[src/rtl/core/fcpq_pkg.sv]
`timescale 1ns / 1ps

package fcpq_pkg;

  // contact phase codes
  typedef enum logic [1:0] {
    PH_UNCONFIRMED = 2'd0,
    PH_SWINGING    = 2'd1,
    PH_SLIDING     = 2'd2,
    PH_SUPPORTING  = 2'd3
  } phase_e;

  // configuration register indexes
  localparam int unsigned CfgIdxW = 3;
  localparam logic [CfgIdxW-1:0] CFG_SLIP_LIMIT     = 3'd0;
  localparam logic [CfgIdxW-1:0] CFG_NORMAL_LIMIT   = 3'd1;
  localparam logic [CfgIdxW-1:0] CFG_VERTICAL_LIMIT = 3'd2;
  localparam logic [CfgIdxW-1:0] CFG_ENTER_DWELL    = 3'd3;
  localparam logic [CfgIdxW-1:0] CFG_LEAVE_DWELL    = 3'd4;
  localparam logic [CfgIdxW-1:0] CFG_OTHER_DWELL    = 3'd5;
  localparam logic [CfgIdxW-1:0] CFG_TICK_US        = 3'd6;
  localparam int unsigned CfgDataW = 20;

  // field widths
  localparam int unsigned PosW   = 24;
  localparam int unsigned SumW   = 25;
  localparam int unsigned TimeW  = 32;
  localparam int unsigned DwellW = 3;
  localparam int unsigned CntW   = 2;
  localparam int unsigned InDataW  = 128;
  localparam int unsigned OutDataW = 112;

  localparam logic [CntW-1:0]   MaxContrib = 2'd2;
  localparam logic [DwellW-1:0] DwellMax   = 3'd7;

  typedef struct packed {
    logic        [15:0] slip_limit;
    logic signed [15:0] normal_limit;
    logic        [14:0] vertical_limit;
    logic        [2:0]  enter_dwell;
    logic        [2:0]  leave_dwell;
    logic        [2:0]  other_dwell;
    logic        [19:0] tick_us;
  } cfg_t;

  typedef struct packed {
    logic               contact;
    logic        [15:0] planar_speed;
    logic signed [15:0] normal_y;
    logic signed [15:0] vertical_velocity;
  } meas_t;

  typedef struct packed {
    phase_e              committed;
    phase_e              candidate;
    logic [DwellW-1:0]   dwell;
    logic [TimeW-1:0]    time_us;
  } foot_state_t;

  typedef logic [2:0][PosW-1:0] pos_t;
  typedef logic [2:0][SumW-1:0] sum_t;

  // contribution from one item to the tick accumulator
  typedef struct packed {
    logic contrib;
    logic supporting;
    logic eot;
  } tick_ctl_t;

endpackage

[src/rtl/core/foot_contact_phase_qualifier_top.sv]
`timescale 1ns / 1ps

// Foot contact phase qualifier. Takes one foot measurement word per clock and
// returns one result word per measurement, through the input register and then
// the result register. Per-foot phase state and the tick totals are read and
// rewritten between those registers, so words for the same foot may follow
// back to back at one word per cycle.
// Stalls on the result side hold the pipeline. Configuration writes take
// effect at once and are meant for when no word is in flight.
module foot_contact_phase_qualifier_top #(
  parameter int unsigned FEET = 2
) (
  input  logic                              clk_i,
  input  logic                              rst_ni,
  input  logic                              cfg_we_i,
  input  logic [fcpq_pkg::CfgIdxW-1:0]      cfg_idx_i,
  input  logic [fcpq_pkg::CfgDataW-1:0]     cfg_data_i,
  input  logic                              s_axis_tvalid,
  output logic                              s_axis_tready,
  // contact, slip speed, normal_y, vertical_velocity, pos_x, pos_y, pos_z
  input  logic [fcpq_pkg::InDataW-1:0]      s_axis_tdata,
  // foot
  input  logic                              s_axis_tuser,
  input  logic                              s_axis_tlast,
  output logic                              m_axis_tvalid,
  input  logic                              m_axis_tready,
  // phase, phase time, supporting feet, center_x, center_y, center_z
  output logic [fcpq_pkg::OutDataW-1:0]     m_axis_tdata,
  // foot_out
  output logic                              m_axis_tuser,
  output logic                              m_axis_tlast
);

  fcpq_pkg::cfg_t              cfg_q;
  logic                        in_vld_q, out_vld_q;
  logic [fcpq_pkg::InDataW-1:0] in_data_q;
  logic                        in_foot_q, in_last_q;
  logic [fcpq_pkg::OutDataW-1:0] out_data_q, out_data_d;
  logic                        out_foot_q, out_last_q;
  logic                        adv, s_acc;
  logic                        foot_ok;
  fcpq_pkg::meas_t             meas;
  fcpq_pkg::pos_t              pos;
  fcpq_pkg::foot_state_t       st_q [FEET];
  fcpq_pkg::foot_state_t       cur_st, nxt_st;
  fcpq_pkg::phase_e            ph_new;
  fcpq_pkg::phase_e            ph_out;
  logic [fcpq_pkg::TimeW-1:0]  time_out;
  fcpq_pkg::tick_ctl_t         tctl;
  logic [fcpq_pkg::CntW-1:0]   count;
  fcpq_pkg::pos_t              centre;

  // configuration registers
  always_ff @(posedge clk_i or negedge rst_ni) begin
    if (!rst_ni) begin
      cfg_q.slip_limit     <= 16'd2458;
      cfg_q.normal_limit   <= 16'sd9830;
      cfg_q.vertical_limit <= 15'd1434;
      cfg_q.enter_dwell    <= 3'd2;
      cfg_q.leave_dwell    <= 3'd3;
      cfg_q.other_dwell    <= 3'd2;
      cfg_q.tick_us        <= 20'd16667;
    end else if (cfg_we_i) begin
      case (cfg_idx_i)
        fcpq_pkg::CFG_SLIP_LIMIT:     cfg_q.slip_limit     <= cfg_data_i[15:0];
        fcpq_pkg::CFG_NORMAL_LIMIT:   cfg_q.normal_limit   <= cfg_data_i[15:0];
        fcpq_pkg::CFG_VERTICAL_LIMIT: cfg_q.vertical_limit <= cfg_data_i[14:0];
        fcpq_pkg::CFG_ENTER_DWELL:    cfg_q.enter_dwell    <= cfg_data_i[2:0];
        fcpq_pkg::CFG_LEAVE_DWELL:    cfg_q.leave_dwell    <= cfg_data_i[2:0];
        fcpq_pkg::CFG_OTHER_DWELL:    cfg_q.other_dwell    <= cfg_data_i[2:0];
        fcpq_pkg::CFG_TICK_US:        cfg_q.tick_us        <= cfg_data_i;
        default: ;
      endcase
    end
  end

  // pipeline handshake
  assign adv           = in_vld_q && (!out_vld_q || m_axis_tready);
  assign s_axis_tready = !in_vld_q || adv;
  assign s_acc         = s_axis_tvalid && s_axis_tready;

  always_ff @(posedge clk_i or negedge rst_ni) begin
    if (!rst_ni) begin
      in_vld_q  <= 1'b0;
      out_vld_q <= 1'b0;
    end else begin
      if (s_acc) begin
        in_vld_q <= 1'b1;
      end else if (adv) begin
        in_vld_q <= 1'b0;
      end
      if (adv) begin
        out_vld_q <= 1'b1;
      end else if (m_axis_tready) begin
        out_vld_q <= 1'b0;
      end
    end
  end

  // input word register
  always_ff @(posedge clk_i) begin
    if (s_acc) begin
      in_data_q <= s_axis_tdata;
      in_foot_q <= s_axis_tuser;
      in_last_q <= s_axis_tlast;
    end
  end

  // unpack the measurement
  always_comb begin
    meas.contact           = in_data_q[0];
    meas.planar_speed      = in_data_q[16:1];
    meas.normal_y          = in_data_q[32:17];
    meas.vertical_velocity = in_data_q[48:33];
    pos[0]                 = in_data_q[72:49];
    pos[1]                 = in_data_q[96:73];
    pos[2]                 = in_data_q[120:97];
    foot_ok                = (FEET > 1) || (in_foot_q == 1'b0);
  end

  // select the state of the addressed foot
  always_comb begin
    cur_st = st_q[0];
    for (int g = 0; g < FEET; g++) begin
      if (in_foot_q == g[0]) begin
        cur_st = st_q[g];
      end
    end
  end

  fcpq_phase u_phase (
    .cfg_i   (cfg_q),
    .meas_i  (meas),
    .st_i    (cur_st),
    .st_o    (nxt_st),
    .phase_o (ph_new)
  );

  // per-foot state registers
  for (genvar g = 0; g < FEET; g++) begin : g_foot
    always_ff @(posedge clk_i or negedge rst_ni) begin
      if (!rst_ni) begin
        st_q[g] <= '{committed: fcpq_pkg::PH_UNCONFIRMED,
                     candidate: fcpq_pkg::PH_UNCONFIRMED,
                     dwell: '0, time_us: '0};
      end else if (adv && foot_ok && in_foot_q == 1'(g)) begin
        st_q[g] <= nxt_st;
      end
    end
  end

  // tick totals
  always_comb begin
    ph_out          = foot_ok ? ph_new : fcpq_pkg::PH_UNCONFIRMED;
    time_out        = foot_ok ? nxt_st.time_us : '0;
    tctl.contrib    = foot_ok && (ph_new == fcpq_pkg::PH_SUPPORTING ||
                                  ph_new == fcpq_pkg::PH_SLIDING);
    tctl.supporting = ph_new == fcpq_pkg::PH_SUPPORTING;
    tctl.eot        = in_last_q;
  end

  fcpq_tick u_tick (
    .clk_i    (clk_i),
    .rst_ni   (rst_ni),
    .step_i   (adv),
    .ctl_i    (tctl),
    .pos_i    (pos),
    .count_o  (count),
    .centre_o (centre)
  );

  // result word register
  always_comb begin
    out_data_d = {4'd0, centre[2], centre[1], centre[0], count, time_out, ph_out};
  end

  always_ff @(posedge clk_i) begin
    if (adv) begin
      out_data_q <= out_data_d;
      out_foot_q <= in_foot_q;
      out_last_q <= in_last_q;
    end
  end

  assign m_axis_tvalid = out_vld_q;
  assign m_axis_tdata  = out_data_q;
  assign m_axis_tuser  = out_foot_q;
  assign m_axis_tlast  = out_last_q;

  // tick totals show only on the closing word
  assert property (@(posedge clk_i) disable iff (!rst_ni)
    (m_axis_tvalid && !m_axis_tlast) |-> (m_axis_tdata[107:34] == '0))
    else $error("tick totals on a word that does not close the tick");

  // no more than two feet counted
  assert property (@(posedge clk_i) disable iff (!rst_ni)
    m_axis_tvalid |-> (m_axis_tdata[35:34] != 2'd3))
    else $error("support count out of range");

  // a result is produced for every word that left the input register
  assert property (@(posedge clk_i) disable iff (!rst_ni)
    adv |=> m_axis_tvalid)
    else $error("result word lost");

  // a result is never dropped while stalled
  assert property (@(posedge clk_i) disable iff (!rst_ni)
    (in_vld_q && out_vld_q && !m_axis_tready) |=> (in_vld_q && out_vld_q))
    else $error("pipeline advanced under stall");

endmodule

[src/rtl/core/fcpq_phase.sv]
`timescale 1ns / 1ps

module fcpq_phase (
  input  fcpq_pkg::cfg_t        cfg_i,
  input  fcpq_pkg::meas_t       meas_i,
  input  fcpq_pkg::foot_state_t st_i,
  output fcpq_pkg::foot_state_t st_o,
  output fcpq_pkg::phase_e      phase_o
);

  logic                 [16:0] abs_vv;
  logic                        sliding;
  fcpq_pkg::phase_e            raw;
  logic [fcpq_pkg::DwellW-1:0] need;
  logic [fcpq_pkg::DwellW-1:0] cnt;
  logic [fcpq_pkg::TimeW:0]    tsum;
  fcpq_pkg::foot_state_t       nx;

  // raw classification of this measurement
  always_comb begin
    abs_vv = meas_i.vertical_velocity[15] ?
             (17'd0 - {meas_i.vertical_velocity[15], meas_i.vertical_velocity}) :
             {1'b0, meas_i.vertical_velocity};
    sliding = (meas_i.planar_speed >= cfg_i.slip_limit) ||
              (meas_i.normal_y <= cfg_i.normal_limit) ||
              (abs_vv >= {2'b00, cfg_i.vertical_limit});
    if (!meas_i.contact) begin
      raw = fcpq_pkg::PH_SWINGING;
    end else if (sliding) begin
      raw = fcpq_pkg::PH_SLIDING;
    end else begin
      raw = fcpq_pkg::PH_SUPPORTING;
    end
  end

  // dwell qualification and phase time
  always_comb begin
    nx   = st_i;
    cnt  = st_i.dwell;
    need = cfg_i.other_dwell;
    if (raw == st_i.committed) begin
      nx.dwell     = '0;
      nx.candidate = st_i.committed;
    end else begin
      if (raw != st_i.candidate) begin
        cnt = 3'd1;
      end else if (st_i.dwell < fcpq_pkg::DwellMax) begin
        cnt = st_i.dwell + 3'd1;
      end
      nx.candidate = raw;
      nx.dwell     = cnt;
      if (st_i.committed != fcpq_pkg::PH_SUPPORTING && raw == fcpq_pkg::PH_SUPPORTING) begin
        need = cfg_i.enter_dwell;
      end else if (st_i.committed == fcpq_pkg::PH_SUPPORTING) begin
        need = cfg_i.leave_dwell;
      end
      if (cnt >= need) begin
        nx.committed = raw;
        nx.dwell     = '0;
        nx.time_us   = '0;
      end
    end
    tsum = {1'b0, nx.time_us} + {13'd0, cfg_i.tick_us};
    nx.time_us = tsum[fcpq_pkg::TimeW] ? '1 : tsum[fcpq_pkg::TimeW-1:0];
    st_o    = nx;
    phase_o = nx.committed;
  end

endmodule

[src/rtl/core/fcpq_tick.sv]
`timescale 1ns / 1ps

module fcpq_tick (
  input  logic                        clk_i,
  input  logic                        rst_ni,
  input  logic                        step_i,
  input  fcpq_pkg::tick_ctl_t         ctl_i,
  input  fcpq_pkg::pos_t              pos_i,
  output logic [fcpq_pkg::CntW-1:0]   count_o,
  output fcpq_pkg::pos_t              centre_o
);

  fcpq_pkg::sum_t              sum_q, sum_d, sum_n;
  fcpq_pkg::pos_t              centre_q, centre_d;
  logic [fcpq_pkg::CntW-1:0]   contrib_q, contrib_d, contrib_n;
  logic [fcpq_pkg::CntW-1:0]   supp_q, supp_d, supp_n;
  logic                        add;

  // accumulate contributing feet, close the tick on end of tick
  always_comb begin
    add       = ctl_i.contrib && (contrib_q < fcpq_pkg::MaxContrib);
    sum_n     = sum_q;
    contrib_n = contrib_q;
    supp_n    = supp_q;
    if (add) begin
      for (int a = 0; a < 3; a++) begin
        sum_n[a] = sum_q[a] + {pos_i[a][fcpq_pkg::PosW-1], pos_i[a]};
      end
      contrib_n = contrib_q + 2'd1;
      if (ctl_i.supporting) begin
        supp_n = supp_q + 2'd1;
      end
    end
    centre_d = centre_q;
    if (contrib_n == 2'd1) begin
      for (int a = 0; a < 3; a++) begin
        centre_d[a] = sum_n[a][fcpq_pkg::PosW-1:0];
      end
    end else if (contrib_n >= 2'd2) begin
      // floor of half the sum
      for (int a = 0; a < 3; a++) begin
        centre_d[a] = sum_n[a][fcpq_pkg::SumW-1:1];
      end
    end
    if (ctl_i.eot) begin
      sum_d     = '0;
      contrib_d = '0;
      supp_d    = '0;
      count_o   = supp_n;
      centre_o  = centre_d;
    end else begin
      sum_d     = sum_n;
      contrib_d = contrib_n;
      supp_d    = supp_n;
      centre_d  = centre_q;
      count_o   = '0;
      centre_o  = '0;
    end
  end

  always_ff @(posedge clk_i or negedge rst_ni) begin
    if (!rst_ni) begin
      sum_q     <= '0;
      centre_q  <= '0;
      contrib_q <= '0;
      supp_q    <= '0;
    end else if (step_i) begin
      sum_q     <= sum_d;
      centre_q  <= centre_d;
      contrib_q <= contrib_d;
      supp_q    <= supp_d;
    end
  end

endmodule

[config.mk]
export PLATFORM = sky130hd
export DESIGN_NAME = foot_contact_phase_qualifier_top
export DESIGN_NICKNAME = d
export VERILOG_FILES = /design/src/rtl/core/fcpq_pkg.sv /design/src/rtl/core/foot_contact_phase_qualifier_top.sv /design/src/rtl/core/fcpq_phase.sv /design/src/rtl/core/fcpq_tick.sv
export SDC_FILE = /design/constraint.sdc
export NUM_CORES = 1
export LEC_CHECK = 0
export ABC_AREA = 1
export BUFFER_PORTS_ARGS = -buffer_cell sky130_fd_sc_hd__buf_2
export CAP_MARGIN = 20
export CORE_MARGIN = 4
export CORE_UTILIZATION = 64
export CTS_CLUSTER_SIZE = 40
export DETAILED_ROUTE_END_ITERATION = 12
export PLACE_DENSITY_LB_ADDON = 0.25
export SYNTH_ARGS = -nofsm -noshare
export SYNTH_HDL_FRONTEND = slang
export SYNTH_SLANG_ARGS = --single-unit
export TNS_END_PERCENT = 50
[constraint.sdc]
create_clock -name clk_i -period 17.3 [get_ports clk_i]
set_input_delay 0 -clock clk_i [delete_from_list [all_inputs] [get_ports clk_i]]
set_output_delay 0 -clock clk_i [all_outputs]
set_load 0.1 [all_outputs]
==> out/results.txt <==
outcome - finished, violations left
failing checks - hold timing
synth warn - 0
ys flop type - dfrtp_1
Slew @ Worst Pin - 1.04 ns
later-pin clock latency in the skew report - 0.62 ns
H-tree depth - 2
flop and latch count out of synthesis - 540
Worst setup EP type - register
gr ovfl total - 0
largest net degree at the start of global routing - 103
Worst Hold Class - input port to async pin
CP Data Arrival Time - 9.11 ns
netlist area before placement - 28,300 um2
delay of the slowest critical-path stage - 0.80 ns
largest cells by area after synthesis - edfxtp_1 25%, dfrtp_1 25%, nand2_1 12%
final hold slack - -0.00919 ns
relative slew slack - 30.6%
Initial Util - 65.2%
DIE AREA - 47,600 um2
Vert. Die Dim - 218 um
port bufs - 262
clock-pin slew on the worst setup and hold paths - 0.06 ns
clk buf depth - 3
multi-input logic area - 11,900 um2
CP Max Fanout - 31
DRC viols - 0
Post-synth EDFFs - 233
Post-Synthesis Cells - 3,165
Setup Buffers After CTS - 0
Final min period - 8.76 ns
FF-to-FF Start - in_data_q[33]$_DFFE_PP_
final-layout fill cell count - 2,886
Async SR Flop Fraction - 56.9%
clock buffer count from CTS - 56
share of cells above drive strength 1 - 13.8%
Post-Route Setup TNS - 0 ns
via count - 24.3k
max_cap viols - 0
count of different cell masters after synthesis - 56
clk sink count - 540
clock tree from TritonCTS - done
Final Hold Fails - 2
first-pass GRT wire length - 127,000 um
Reg area - 14,700 um2
register area share after synthesis - 52.0%
critical path class - register to register
vias in the first global route - 23.7k
All-Layer GR Usage - 33.6%
Mapped Avg Cell Area - 8.94 um2
final WL - 80,700 um
final antenna-violating net count - 0
PostCTS Resize Cnt - 0
max-slew violations - 0
Crit-path slowest cell - inv_1
reg2reg setup slack - 8.54 ns
largest area contributor in the netlist - edfxtp_1
fmax - 114 MHz
via/cell ratio - 5.83
GP Congestion - 0.947
RSZ-0062 raised after global routing - false
1st-pass router iterations - 6
Core ar. - 43,400 um2
DRT iter0 DRCs - 2,924
final net count - 3,849
share of the synthesized area in the top cell type - 24.7%
hpwl dp - 52,000 um
initial antenna violation count - 2
reg2reg path depth - 45
Syn-to-layout area delta - 18.6%
clock skew - 0.0293 ns
final period utilization - 50.6%
Avg WL per Cell - 19.3 um
final setup vio count - 0
CP Data Required Time - 17.65 ns
Cell Rows - 76
Ports - 274
r2r endpoint - m_axis_tdata[21]$_DFFE_PP_
CTS Root Cell - clkbuf_16
chip width - 218 um
critical path startpoint category - register
Final Util - 77.3%
worst max path at each step:
stage | from | end | slack [ns] | cells past startpoint
after floorplan | in_data_q[33]$_DFFE_PP_ | st_q[1]$_DFFE_PN0P_ | 10.57 | 49
after global placement | in_data_q[33]$_DFFE_PP_ | st_q[12]$_DFFE_PN0P_ | 9.11 | 46
after detailed placement | in_data_q[33]$_DFFE_PP_ | m_axis_tdata[21]$_DFFE_PP_ | 8.78 | 45
after CTS | in_data_q[33]$_DFFE_PP_ | m_axis_tdata[21]$_DFFE_PP_ | 8.69 | 45
after global routing | in_data_q[33]$_DFFE_PP_ | st_q[21]$_DFFE_PN0P_ | 7.81 | 47
final | in_data_q[33]$_DFFE_PP_ | m_axis_tdata[21]$_DFFE_PP_ | 8.54 | 45
synthesized netlist by cell type, drive strengths merged, types with 8 or more instances:
cell type and count:
o22ai 21, nand3 87, inv 307, o211ai 24
a31oi 11, a21oi 141, clkbuf 84, nor2 164
xnor2 26, o221ai 13, and2 14, a211oi 22
o21ai 417, dfstp 29, ha 144, nor3 20
o21bai 11, dfrtp 278, o21a 8, xor2 66
a21o 13, or2 13, edfxtp 233, buf 42
nand4 15, nand2 923
cell families after synthesis:
group	Yosys count	synth area share [%]
buf+inv	437	6.12
xor+xnor	92	2.85
mux	10	0.372
fa+ha+maj	148	6.65
flops	540	52.0
simple gates	1242	18.3
other cells	1	0.0133
compound gates	695	13.6
layout by cell type, fill, tap and decap left out, types with 15 or more instances in the layout:
cell | synthesis | routed
a211oi_1 | 21 | 21
a21oi_1 | 137 | 137
buf_2 | 28 | 262
buf_4 | 6 | 22
clkbuf_1 | 84 | 15
clkbuf_16 | 0 | 58
dfrtp_1 | 278 | 278
dfstp_2 | 29 | 29
dlygate4sd3_1 | 0 | 156
edfxtp_1 | 233 | 233
ha_1 | 144 | 144
inv_1 | 297 | 296
nand2_1 | 894 | 893
nand2_2 | 16 | 17
nand3_1 | 71 | 71
nand3_2 | 16 | 16
nand4_1 | 15 | 15
nor2_1 | 157 | 154
nor3_1 | 18 | 18
o211ai_1 | 24 | 24
o21ai_0 | 376 | 376
o21ai_1 | 37 | 37
o22ai_1 | 21 | 21
xnor2_1 | 26 | 26
xor2_1 | 66 | 66
registers in the layout, summed over array words and instances (netlist names), 2 cells and up:
signal / flops
in_data_q: 121
st_q: 78
u_tick.centre_q: 72
u_tick.sum_q: 75
u_tick.supp_q: 2
m_axis_tdata: 108
u_tick.contrib_q: 2
cfg_q: 76
layer usage:
metal / routed length (um) / share of wire, % / track usage (%)
met2: 36700 / 45 / 51.8
met1: 32700 / 41 / 46.5
met3: 7630 / 9.5 / 6.92
met4: 3670 / 4.5 / 14.8
met5: 17 / 0.021 / 0
repair_timing:
item,in CTS,in global routing
hold buffers,156,0
endpoints found under the setup margin,0,0
endpoints found under the hold margin,301,0
layout make-up:
| class | instances | area share, % |
|---|---|---|
| sequential | 540 | 43.9 |
| clock buffer | 83 | 4.91 |
| clock inverter | 23 | 0.832 |
| tap | 585 | 2.18 |
| multi-input combinational | 2191 | 35.4 |
| antenna | 1 | 0.00746 |
| timing repair buffer | 443 | 9.27 |
| inverter | 311 | 3.50 |
critical path: cells and delay by family (launching register included):
family	cells	cell delay (ns)
compound gates	12	1.94
xor+xnor	1	0.17
fa+ha+maj	4	1.26
buf+inv	7	1.31
flops	1	0.43
simple gates	21	3.34
per-stage QoR:
stage	cells	setup WS [ns]	hold WS, ns	cell area (um2)
global placement	3911	9.11	0.0832	30000
CTS	4173	8.69	0.0517	33500
global route	4176	7.81	0.0771	33500
detailed placement	3911	8.78	0.106	30000
floorplan	3168	10.57	-0.296	28300
finish	4177	8.54	-0.00919	33500
Power is not shown: default switching activity piles up to over one toggle a cycle in this logic, so the estimate is an artifact.
